File: src/design/afd_pkg.sv
`timescale 1ns / 1ps
// Shared types and constants for the API frame deframer.
// No dependencies; imported by every module of the block.
package afd_pkg;

  // Configuration port
  localparam int CFG_DW = 16;
  localparam int CFG_AW = 1;

  localparam logic [CFG_AW-1:0] REG_START_DELIM = 1'b0;
  localparam logic [CFG_AW-1:0] REG_FRAME_LIMIT = 1'b1;

  localparam logic [7:0]  START_DELIM_RST = 8'h7E;
  localparam logic [15:0] FRAME_LIMIT_RST = 16'h0100;

  // Command passed from the parser to the output stage.
  // pair: emit data_a then data_b as the two length bytes.
  // Otherwise emit data_a alone, flagged last when last is set.
  typedef struct packed {
    logic       pair;
    logic       last;
    logic [7:0] data_a;
    logic [7:0] data_b;
  } afd_cmd_t;

endpackage

File: src/design/api_frame_deframer.sv
`timescale 1ns / 1ps
// Top level of the API frame deframer: parser, command queue, output stage.
// Depends on afd_pkg, afd_front, afd_queue and afd_back.
//
// The deframer accepts one received byte per cycle while its command queue
// has room; bytes with attention low are consumed without effect. The first
// result of a byte passes through the queue and the output register: the
// queue entry is written at the accepting edge, and the output register loads
// it once that register is free and the entry is at the head of the queue.
// Results leave at one per cycle while out_stall_i is low; the second
// length byte of a frame turns into two results, so the output stage emits
// the held low length byte before it pops the next command. The QueueDepth-entry
// queue between parser and output stage absorbs output stalls and the extra
// length result; once it is full, rx_stall_o rises until the output side
// drains an entry. There is no clearing pass after reset.
module api_frame_deframer #(
  parameter int QueueDepth = 4
) (
  input  logic                       clk_i,
  input  logic                       rst_ni,
  input  logic                       cfg_we_i,
  input  logic [afd_pkg::CFG_AW-1:0] cfg_idx_i,
  input  logic [afd_pkg::CFG_DW-1:0] cfg_wdata_i,
  input  logic                       rx_valid_i,
  output logic                       rx_stall_o,
  input  logic [7:0]                 rx_byte_i,
  input  logic                       attention_i,
  output logic                       out_valid_o,
  input  logic                       out_stall_i,
  output logic [7:0]                 frame_byte_o,
  output logic                       is_length_byte_o,
  output logic                       is_last_o
);
  import afd_pkg::*;

  logic     push, q_ready, q_valid, pop;
  afd_cmd_t push_cmd, q_cmd;

  // Parse incoming bytes
  afd_front u_front (
    .clk_i       (clk_i),
    .rst_ni      (rst_ni),
    .cfg_we_i    (cfg_we_i),
    .cfg_idx_i   (cfg_idx_i),
    .cfg_wdata_i (cfg_wdata_i),
    .rx_valid_i  (rx_valid_i),
    .rx_stall_o  (rx_stall_o),
    .rx_byte_i   (rx_byte_i),
    .attention_i (attention_i),
    .q_ready_i   (q_ready),
    .push_o      (push),
    .cmd_o       (push_cmd)
  );

  // Decouple parser from output
  afd_queue #(
    .Depth (QueueDepth)
  ) u_queue (
    .clk_i   (clk_i),
    .rst_ni  (rst_ni),
    .push_i  (push),
    .wdata_i (push_cmd),
    .ready_o (q_ready),
    .pop_i   (pop),
    .valid_o (q_valid),
    .rdata_o (q_cmd)
  );

  // Emit result transactions
  afd_back u_back (
    .clk_i            (clk_i),
    .rst_ni           (rst_ni),
    .q_valid_i        (q_valid),
    .q_data_i         (q_cmd),
    .pop_o            (pop),
    .out_valid_o      (out_valid_o),
    .out_stall_i      (out_stall_i),
    .frame_byte_o     (frame_byte_o),
    .is_length_byte_o (is_length_byte_o),
    .is_last_o        (is_last_o)
  );

endmodule

File: src/design/afd_front.sv
`timescale 1ns / 1ps
// Front end of the deframer: configuration registers, frame parser.
// Depends on afd_pkg; pushes commands into afd_queue.
module afd_front (
  input  logic                       clk_i,
  input  logic                       rst_ni,
  input  logic                       cfg_we_i,
  input  logic [afd_pkg::CFG_AW-1:0] cfg_idx_i,
  input  logic [afd_pkg::CFG_DW-1:0] cfg_wdata_i,
  input  logic                       rx_valid_i,
  output logic                       rx_stall_o,
  input  logic [7:0]                 rx_byte_i,
  input  logic                       attention_i,
  input  logic                       q_ready_i,
  output logic                       push_o,
  output afd_pkg::afd_cmd_t          cmd_o
);
  import afd_pkg::*;

  localparam logic [1:0] PH_HUNT   = 2'd0;
  localparam logic [1:0] PH_LEN_HI = 2'd1;
  localparam logic [1:0] PH_LEN_LO = 2'd2;
  localparam logic [1:0] PH_DATA   = 2'd3;

  logic [7:0]  start_delim_q;
  logic [15:0] frame_limit_q;
  logic [1:0]  phase_q, phase_d;
  logic [15:0] frame_len_q, frame_len_d;
  logic [15:0] rx_cnt_q, rx_cnt_d;
  logic        take;
  logic [15:0] len_full;

  // Stall while the queue has no room
  assign rx_stall_o = !q_ready_i;
  assign take       = rx_valid_i && !rx_stall_o && attention_i;
  assign len_full   = {frame_len_q[15:8], rx_byte_i};

  // Configuration registers
  always_ff @(posedge clk_i or negedge rst_ni) begin
    if (!rst_ni) begin
      start_delim_q <= START_DELIM_RST;
      frame_limit_q <= FRAME_LIMIT_RST;
    end else if (cfg_we_i) begin
      case (cfg_idx_i)
        REG_START_DELIM: start_delim_q <= cfg_wdata_i[7:0];
        REG_FRAME_LIMIT: frame_limit_q <= cfg_wdata_i[15:0];
        default: ;
      endcase
    end
  end

  // Classify each transaction and build the command
  always_comb begin
    phase_d     = phase_q;
    frame_len_d = frame_len_q;
    rx_cnt_d    = rx_cnt_q;
    push_o      = 1'b0;
    cmd_o       = '{pair: 1'b0, last: 1'b0, data_a: rx_byte_i, data_b: rx_byte_i};
    if (take) begin
      case (phase_q)
        PH_HUNT: begin
          if (rx_byte_i == start_delim_q) phase_d = PH_LEN_HI;
        end
        PH_LEN_HI: begin
          frame_len_d = {rx_byte_i, 8'h00};
          phase_d     = PH_LEN_LO;
        end
        PH_LEN_LO: begin
          frame_len_d = len_full;
          if (len_full == 16'h0000 || len_full >= frame_limit_q) begin
            phase_d = PH_HUNT;
          end else begin
            push_o       = 1'b1;
            cmd_o.pair   = 1'b1;
            cmd_o.data_a = frame_len_q[15:8];
            cmd_o.data_b = rx_byte_i;
            rx_cnt_d     = '0;
            phase_d      = PH_DATA;
          end
        end
        default: begin
          push_o = 1'b1;
          if (rx_cnt_q < frame_len_q) begin
            rx_cnt_d = rx_cnt_q + 16'd1;
          end else begin
            cmd_o.last = 1'b1;
            phase_d    = PH_HUNT;
          end
        end
      endcase
    end
  end

  // Parser state
  always_ff @(posedge clk_i or negedge rst_ni) begin
    if (!rst_ni) begin
      phase_q     <= PH_HUNT;
      frame_len_q <= '0;
      rx_cnt_q    <= '0;
    end else begin
      phase_q     <= phase_d;
      frame_len_q <= frame_len_d;
      rx_cnt_q    <= rx_cnt_d;
    end
  end

endmodule

File: src/design/afd_queue.sv
`timescale 1ns / 1ps
// Small command queue between the parser and the output stage.
// Depends on afd_pkg for the command type.
module afd_queue #(
  parameter int Depth = 4
) (
  input  logic              clk_i,
  input  logic              rst_ni,
  input  logic              push_i,
  input  afd_pkg::afd_cmd_t wdata_i,
  output logic              ready_o,
  input  logic              pop_i,
  output logic              valid_o,
  output afd_pkg::afd_cmd_t rdata_o
);
  import afd_pkg::*;

  localparam int PtrW = $clog2(Depth);
  localparam int CntW = $clog2(Depth + 1);
  localparam logic [PtrW-1:0] LastPtr = PtrW'(Depth - 1);
  localparam logic [CntW-1:0] FullCnt = CntW'(Depth);

  afd_cmd_t        mem_q [Depth];
  logic [PtrW-1:0] wr_ptr_q, rd_ptr_q;
  logic [CntW-1:0] cnt_q;

  assign ready_o = (cnt_q != FullCnt);
  assign valid_o = (cnt_q != '0);
  assign rdata_o = mem_q[rd_ptr_q];

  // Store the incoming command
  always_ff @(posedge clk_i) begin
    if (push_i) mem_q[wr_ptr_q] <= wdata_i;
  end

  // Advance pointers and occupancy
  always_ff @(posedge clk_i or negedge rst_ni) begin
    if (!rst_ni) begin
      wr_ptr_q <= '0;
      rd_ptr_q <= '0;
      cnt_q    <= '0;
    end else begin
      if (push_i) wr_ptr_q <= (wr_ptr_q == LastPtr) ? '0 : wr_ptr_q + 1'b1;
      if (pop_i)  rd_ptr_q <= (rd_ptr_q == LastPtr) ? '0 : rd_ptr_q + 1'b1;
      case ({push_i, pop_i})
        2'b10:   cnt_q <= cnt_q + 1'b1;
        2'b01:   cnt_q <= cnt_q - 1'b1;
        default: cnt_q <= cnt_q;
      endcase
    end
  end

endmodule

File: src/design/afd_back.sv
`timescale 1ns / 1ps
// Output stage: expands queued commands into result transactions.
// Depends on afd_pkg; reads from afd_queue.
module afd_back (
  input  logic              clk_i,
  input  logic              rst_ni,
  input  logic              q_valid_i,
  input  afd_pkg::afd_cmd_t q_data_i,
  output logic              pop_o,
  output logic              out_valid_o,
  input  logic              out_stall_i,
  output logic [7:0]        frame_byte_o,
  output logic              is_length_byte_o,
  output logic              is_last_o
);
  import afd_pkg::*;

  logic       out_valid_q;
  logic [7:0] out_data_q;
  logic       out_len_q;
  logic       out_last_q;
  logic       pend_q;
  logic [7:0] pend_data_q;
  logic       load;

  // Output register is free or is being taken this cycle
  assign load  = !out_valid_q || !out_stall_i;
  assign pop_o = load && !pend_q && q_valid_i;

  // Control: output valid and pending low length byte
  always_ff @(posedge clk_i or negedge rst_ni) begin
    if (!rst_ni) begin
      out_valid_q <= 1'b0;
      pend_q      <= 1'b0;
    end else if (load) begin
      if (pend_q) begin
        out_valid_q <= 1'b1;
        pend_q      <= 1'b0;
      end else begin
        out_valid_q <= q_valid_i;
        pend_q      <= q_valid_i && q_data_i.pair;
      end
    end
  end

  // Payload: hold while stalled
  always_ff @(posedge clk_i) begin
    if (load) begin
      if (pend_q) begin
        out_data_q <= pend_data_q;
        out_len_q  <= 1'b1;
        out_last_q <= 1'b0;
      end else if (q_valid_i) begin
        out_data_q  <= q_data_i.data_a;
        out_len_q   <= q_data_i.pair;
        out_last_q  <= q_data_i.last && !q_data_i.pair;
        pend_data_q <= q_data_i.data_b;
      end
    end
  end

  assign out_valid_o      = out_valid_q;
  assign frame_byte_o     = out_data_q;
  assign is_length_byte_o = out_len_q;
  assign is_last_o        = out_last_q;

endmodule
File: config.mk
export PLATFORM = sky130hd
export DESIGN_NAME = api_frame_deframer
export DESIGN_NICKNAME = d
export VERILOG_FILES = /design/src/design/afd_pkg.sv /design/src/design/api_frame_deframer.sv /design/src/design/afd_front.sv /design/src/design/afd_queue.sv /design/src/design/afd_back.sv
export SDC_FILE = /design/constraint.sdc
export NUM_CORES = 1
export LEC_CHECK = 0
export ABC_AREA = 1
export BUFFER_PORTS_ARGS = -buffer_cell sky130_fd_sc_hd__buf_2
export CORE_MARGIN = 2
export CORE_UTILIZATION = 55
export DETAILED_ROUTE_END_ITERATION = 7
export PLACE_DENSITY = 0.76
export SYNTH_ARGS = -nofsm -noshare
export SYNTH_HDL_FRONTEND = slang
export SYNTH_SLANG_ARGS = --single-unit
File: constraint.sdc
create_clock -name clk_i -period 3.1 [get_ports clk_i]
set_clock_uncertainty 0.2 [all_clocks]
set_input_delay 0.31 -clock clk_i [delete_from_list [all_inputs] [get_ports clk_i]]
set_output_delay 0.31 -clock clk_i [all_outputs]
set_load 0.02 [all_outputs]
==> flow_metrics.py <==
metrics = {
    "run_status": {
        "status": "finished, final reports clean",
    },
    "worst_setup_path": {
        "required_ns": 3.20,
        "cp_max_fo": 5,
        "max_stage_delay_ns": 0.38,
        "crit_path_end_kind": "register",
        "critPathBufInv": 3,
        "worstPathCellList": "inv_1 > ha_1 > nand2_1 > o21a_1 > nand2_1 > nand2_1 > nand2_1 > nand2_1 > nand3_2 > nand2_2 > inv_2 > ha_1 > inv_1 > fa_1 > a21oi_1 > o21ai_0 > xor2_1",
        "cp_slowest_cell": "fa_1",
        "crit_family": "adder cells",
        "cp-startpoint": "u_front.frame_limit_q[7]",
        "crit_path_start_kind": "register",
        "r2r_slack_ns": 0.20,
        "crit_type": "reg -> reg",
        "reg2reg_from": "u_front.frame_limit_q[7]",
        "path_common_cell": "nand2_1",
        "r2r-end": "u_queue.cnt_q[2]",
        "rr_worst_depth": 17,
        "arrival_ns": 3.00,
    },
    "grt": {
        "antenna_found_initial": 0,
        "grt_pass1_wl_um": 28300,
        "grt_pass1_vias": 5876,
        "top_usage_layer": "met2",
        "grtUsageMet2_pct": 42.9,
        "grt_max_degree": 68,
        "grt_use_total_pct": 25.2,
        "gr-total-overflow": 0,
        "use_met1_pct": 31.6,
        "met3_usage_pct": 5.20,
    },
    "routing": {
        "via_per_inst": 5.61,
        "wl_per_cell_um": 16.6,
        "drc": 0,
        "postRouteAntennaNets": 0,
        "wirelength_um": 17400,
        "drt_iter0_markers": 565,
        "drtPass1Iterations": 6,
        "vias": 5890,
    },
    "timing": {
        "worstMarginPinSlew_ns": 0.974,
        "timing.hold.ws_ns": 0.0588,
        "min_period_ns": 2.90,
        "max_freq_ghz": 0.344,
        "slew_headroom_pct": 34.9,
        "hold_viol_final": 0,
        "fin_setup_tns_ns": 0,
        "final_max_slew_viol_count": 0,
        "setup-violations-final": 0,
        "finalCritPeriodShare_pct": 93.7,
        "grt_setup_unrepaired": "false",
    },
    "power": {
        "vdd_drop_max_mv": 0.429,
        "p_leak_nw": 3.97,
        "power_density_mw_per_mm2": 826,
    },
    "place": {
        "hpwl_um": 11400,
        "place.port_buffers": 42,
        "gp_congestion": 0.914,
    },
    "finish": {
        "area_growth_pct": 17.5,
        "antenna_cells": 0,
        "drive_gt1_share_pct": 14.1,
        "finish.net_count": 936,
    },
    "yosys": {
        "synth-edff-count": 90,
        "ys_seq_elements": 157,
        "synthMostInstantiatedCell": "nand2_1",
        "yosysUniqueCellTypes": 40,
        "synth_area_mm2": 0.00761,
        "async_reset_ff_share_pct": 42.7,
        "netlist.area_leader.share_pct": 35.5,
        "ys_warn_count": 0,
        "avgSynthCellArea_um2": 9.75,
        "ys_top_cells_by_area": "edfxtp_1 35%, dfrtp_1 20%, ha_1 7.2%",
        "netlist_instances": 781,
        "synth_top_area_cell": "edfxtp_1",
        "synth_top_flop_cell": "edfxtp_1",
        "synthTopCellsByCount": "137 x nand2_1, 97 x nor2_1, 90 x edfxtp_1",
        "synth_nets": 857,
        "ys_seq_area_share_pct": 57.6,
    },
    "hold_path": {
        "hp-start": "rx_byte_i[1]",
        "hold_depth": 2,
        "holdPathEnd": "u_queue.mem_q[0][1]",
        "hold_class": "in -> reg",
    },
    "die": {
        "io_pins": 43,
        "rows": 42,
        "coreArea_mm2": 0.0134,
        "die_w_um": 122,
        "start_util_pct": 56.8,
        "die_area_mm2": 0.0148,
        "die_h_um": 122,
    },
    "job": {
        "maxCapViolCount": 0,
    },
    "clock_network": {
        "cts_max_level": 4,
        "cts.clk_slew.worst_paths_ns": 0.07,
        "clockRootBuffer": "clkbuf_16",
        "clock_latency_ns": 0.42,
        "cts-buffers-inserted": 17,
        "clock_sinks": 157,
        "clock_path_buffers": 2,
        "cts_tree": "done",
    },
}
## report_power, final
part           total [mW]  internal (mW)  switching [mW]
Clock                2.14           1.28           0.862
Combinational        2.31          0.781            1.53
Sequential           2.94           2.73           0.211
Total                7.39           4.79            2.61
## cells in the final DEF (no fill, tap or decap), types with 7 or more instances in the layout
cell / instances
nand2_1: 136
nor2_1: 97
edfxtp_1: 90
inv_1: 87
o21ai_0: 86
dfrtp_1: 60
ha_1: 44
buf_2: 42
nand3_1: 41
a21oi_1: 30
buf_4: 21
dlygate4sd3_1: 18
clkbuf_16: 17
nor3_1: 9
nand4_1: 9
o22ai_1: 9
a31oi_1: 8
xor2_1: 7
dfstp_2: 7
## repair_timing
| action | in CTS | in global routing |
|---|---|---|
| gates resized for setup | 0 | 1 |
| hold buffers | 18 | 0 |
| endpoints found under the hold margin | 85 | 0 |
| endpoints found under the setup margin | 0 | 1 |
| setup buffers | 0 | 3 |
## per-stage QoR
stage	setup WS (ns)	std cells	util [%]	total power [mW]	cell area [µm²]
after global routing	0.00890	1049	66.8	7.85	8950
final	0.197	1049	66.8	7.39	8950
after floorplan	0.129	781	-	4.51	7610
after detailed placement	0.160	996	60.7	5.22	8130
after CTS	0.195	1046	66.6	7.39	8920
after global placement	0.230	996	60.7	5.09	8130
## kinds of logic after synthesis
group | synth area share (%)
adder cells (fa/ha/maj) | 7.49
AO/OA/AOI/OAI | 10.0
XOR/XNOR | 1.38
AND/OR/NAND/NOR | 17.2
buffers and inverters | 6.24
flip-flops | 57.6
## flip-flops by register name, indices dropped and copies added (netlist names)
name,flops
u_queue.mem_q,72
u_front.frame_len_q,16
u_front.frame_limit_q,16
u_front.rx_cnt_q,16
u_back.frame_byte_o,8
u_back.pend_data_q,8
u_front.start_delim_q,8
u_queue.cnt_q,3
u_front.phase_q,2
u_queue.rd_ptr_q,2
u_queue.wr_ptr_q,2
u_back.is_last_o,1
u_back.is_length_byte_o,1
u_back.out_valid_o,1
u_back.pend_q,1
## layer usage
| metal | wire [µm] | vias to the layer above | part of all wire, % |
|---|---|---|---|
| li1 | - | 2782 | - |
| met1 | 7190 | 2811 | 41 |
| met2 | 8600 | 253 | 49 |
| met3 | 1180 | 44 | 6.8 |
| met4 | 414 | 0 | 2.4 |
| met5 | 0 | - | 0 |
## area by class of cell
cell class / count / area [µm²]
well taps: 176 / 220
flip-flops and latches: 157 / 4390
fillers: 968 / 4450
multi-input cells: 507 / 2750
clock buffers: 17 / 425
clock inverters: 15 / 186
repair buffers: 85 / 628
inverters: 92 / 348
## worst max-delay path by stage
stage / depth (start not counted) / to / slack (ns)
2_1_floorplan: 11 / u_queue.mem_q[0][0] / 0.13
6_report: 17 / u_queue.cnt_q[2] / 0.20
3_3_place_gp: 20 / u_queue.cnt_q[2] / 0.23
5_1_grt: 20 / u_queue.cnt_q[2] / 0.009
3_5_place_dp: 20 / u_queue.cnt_q[2] / 0.16
4_1_cts: 17 / u_queue.cnt_q[2] / 0.19
Note: power is estimated with default switching activity, not from simulation.
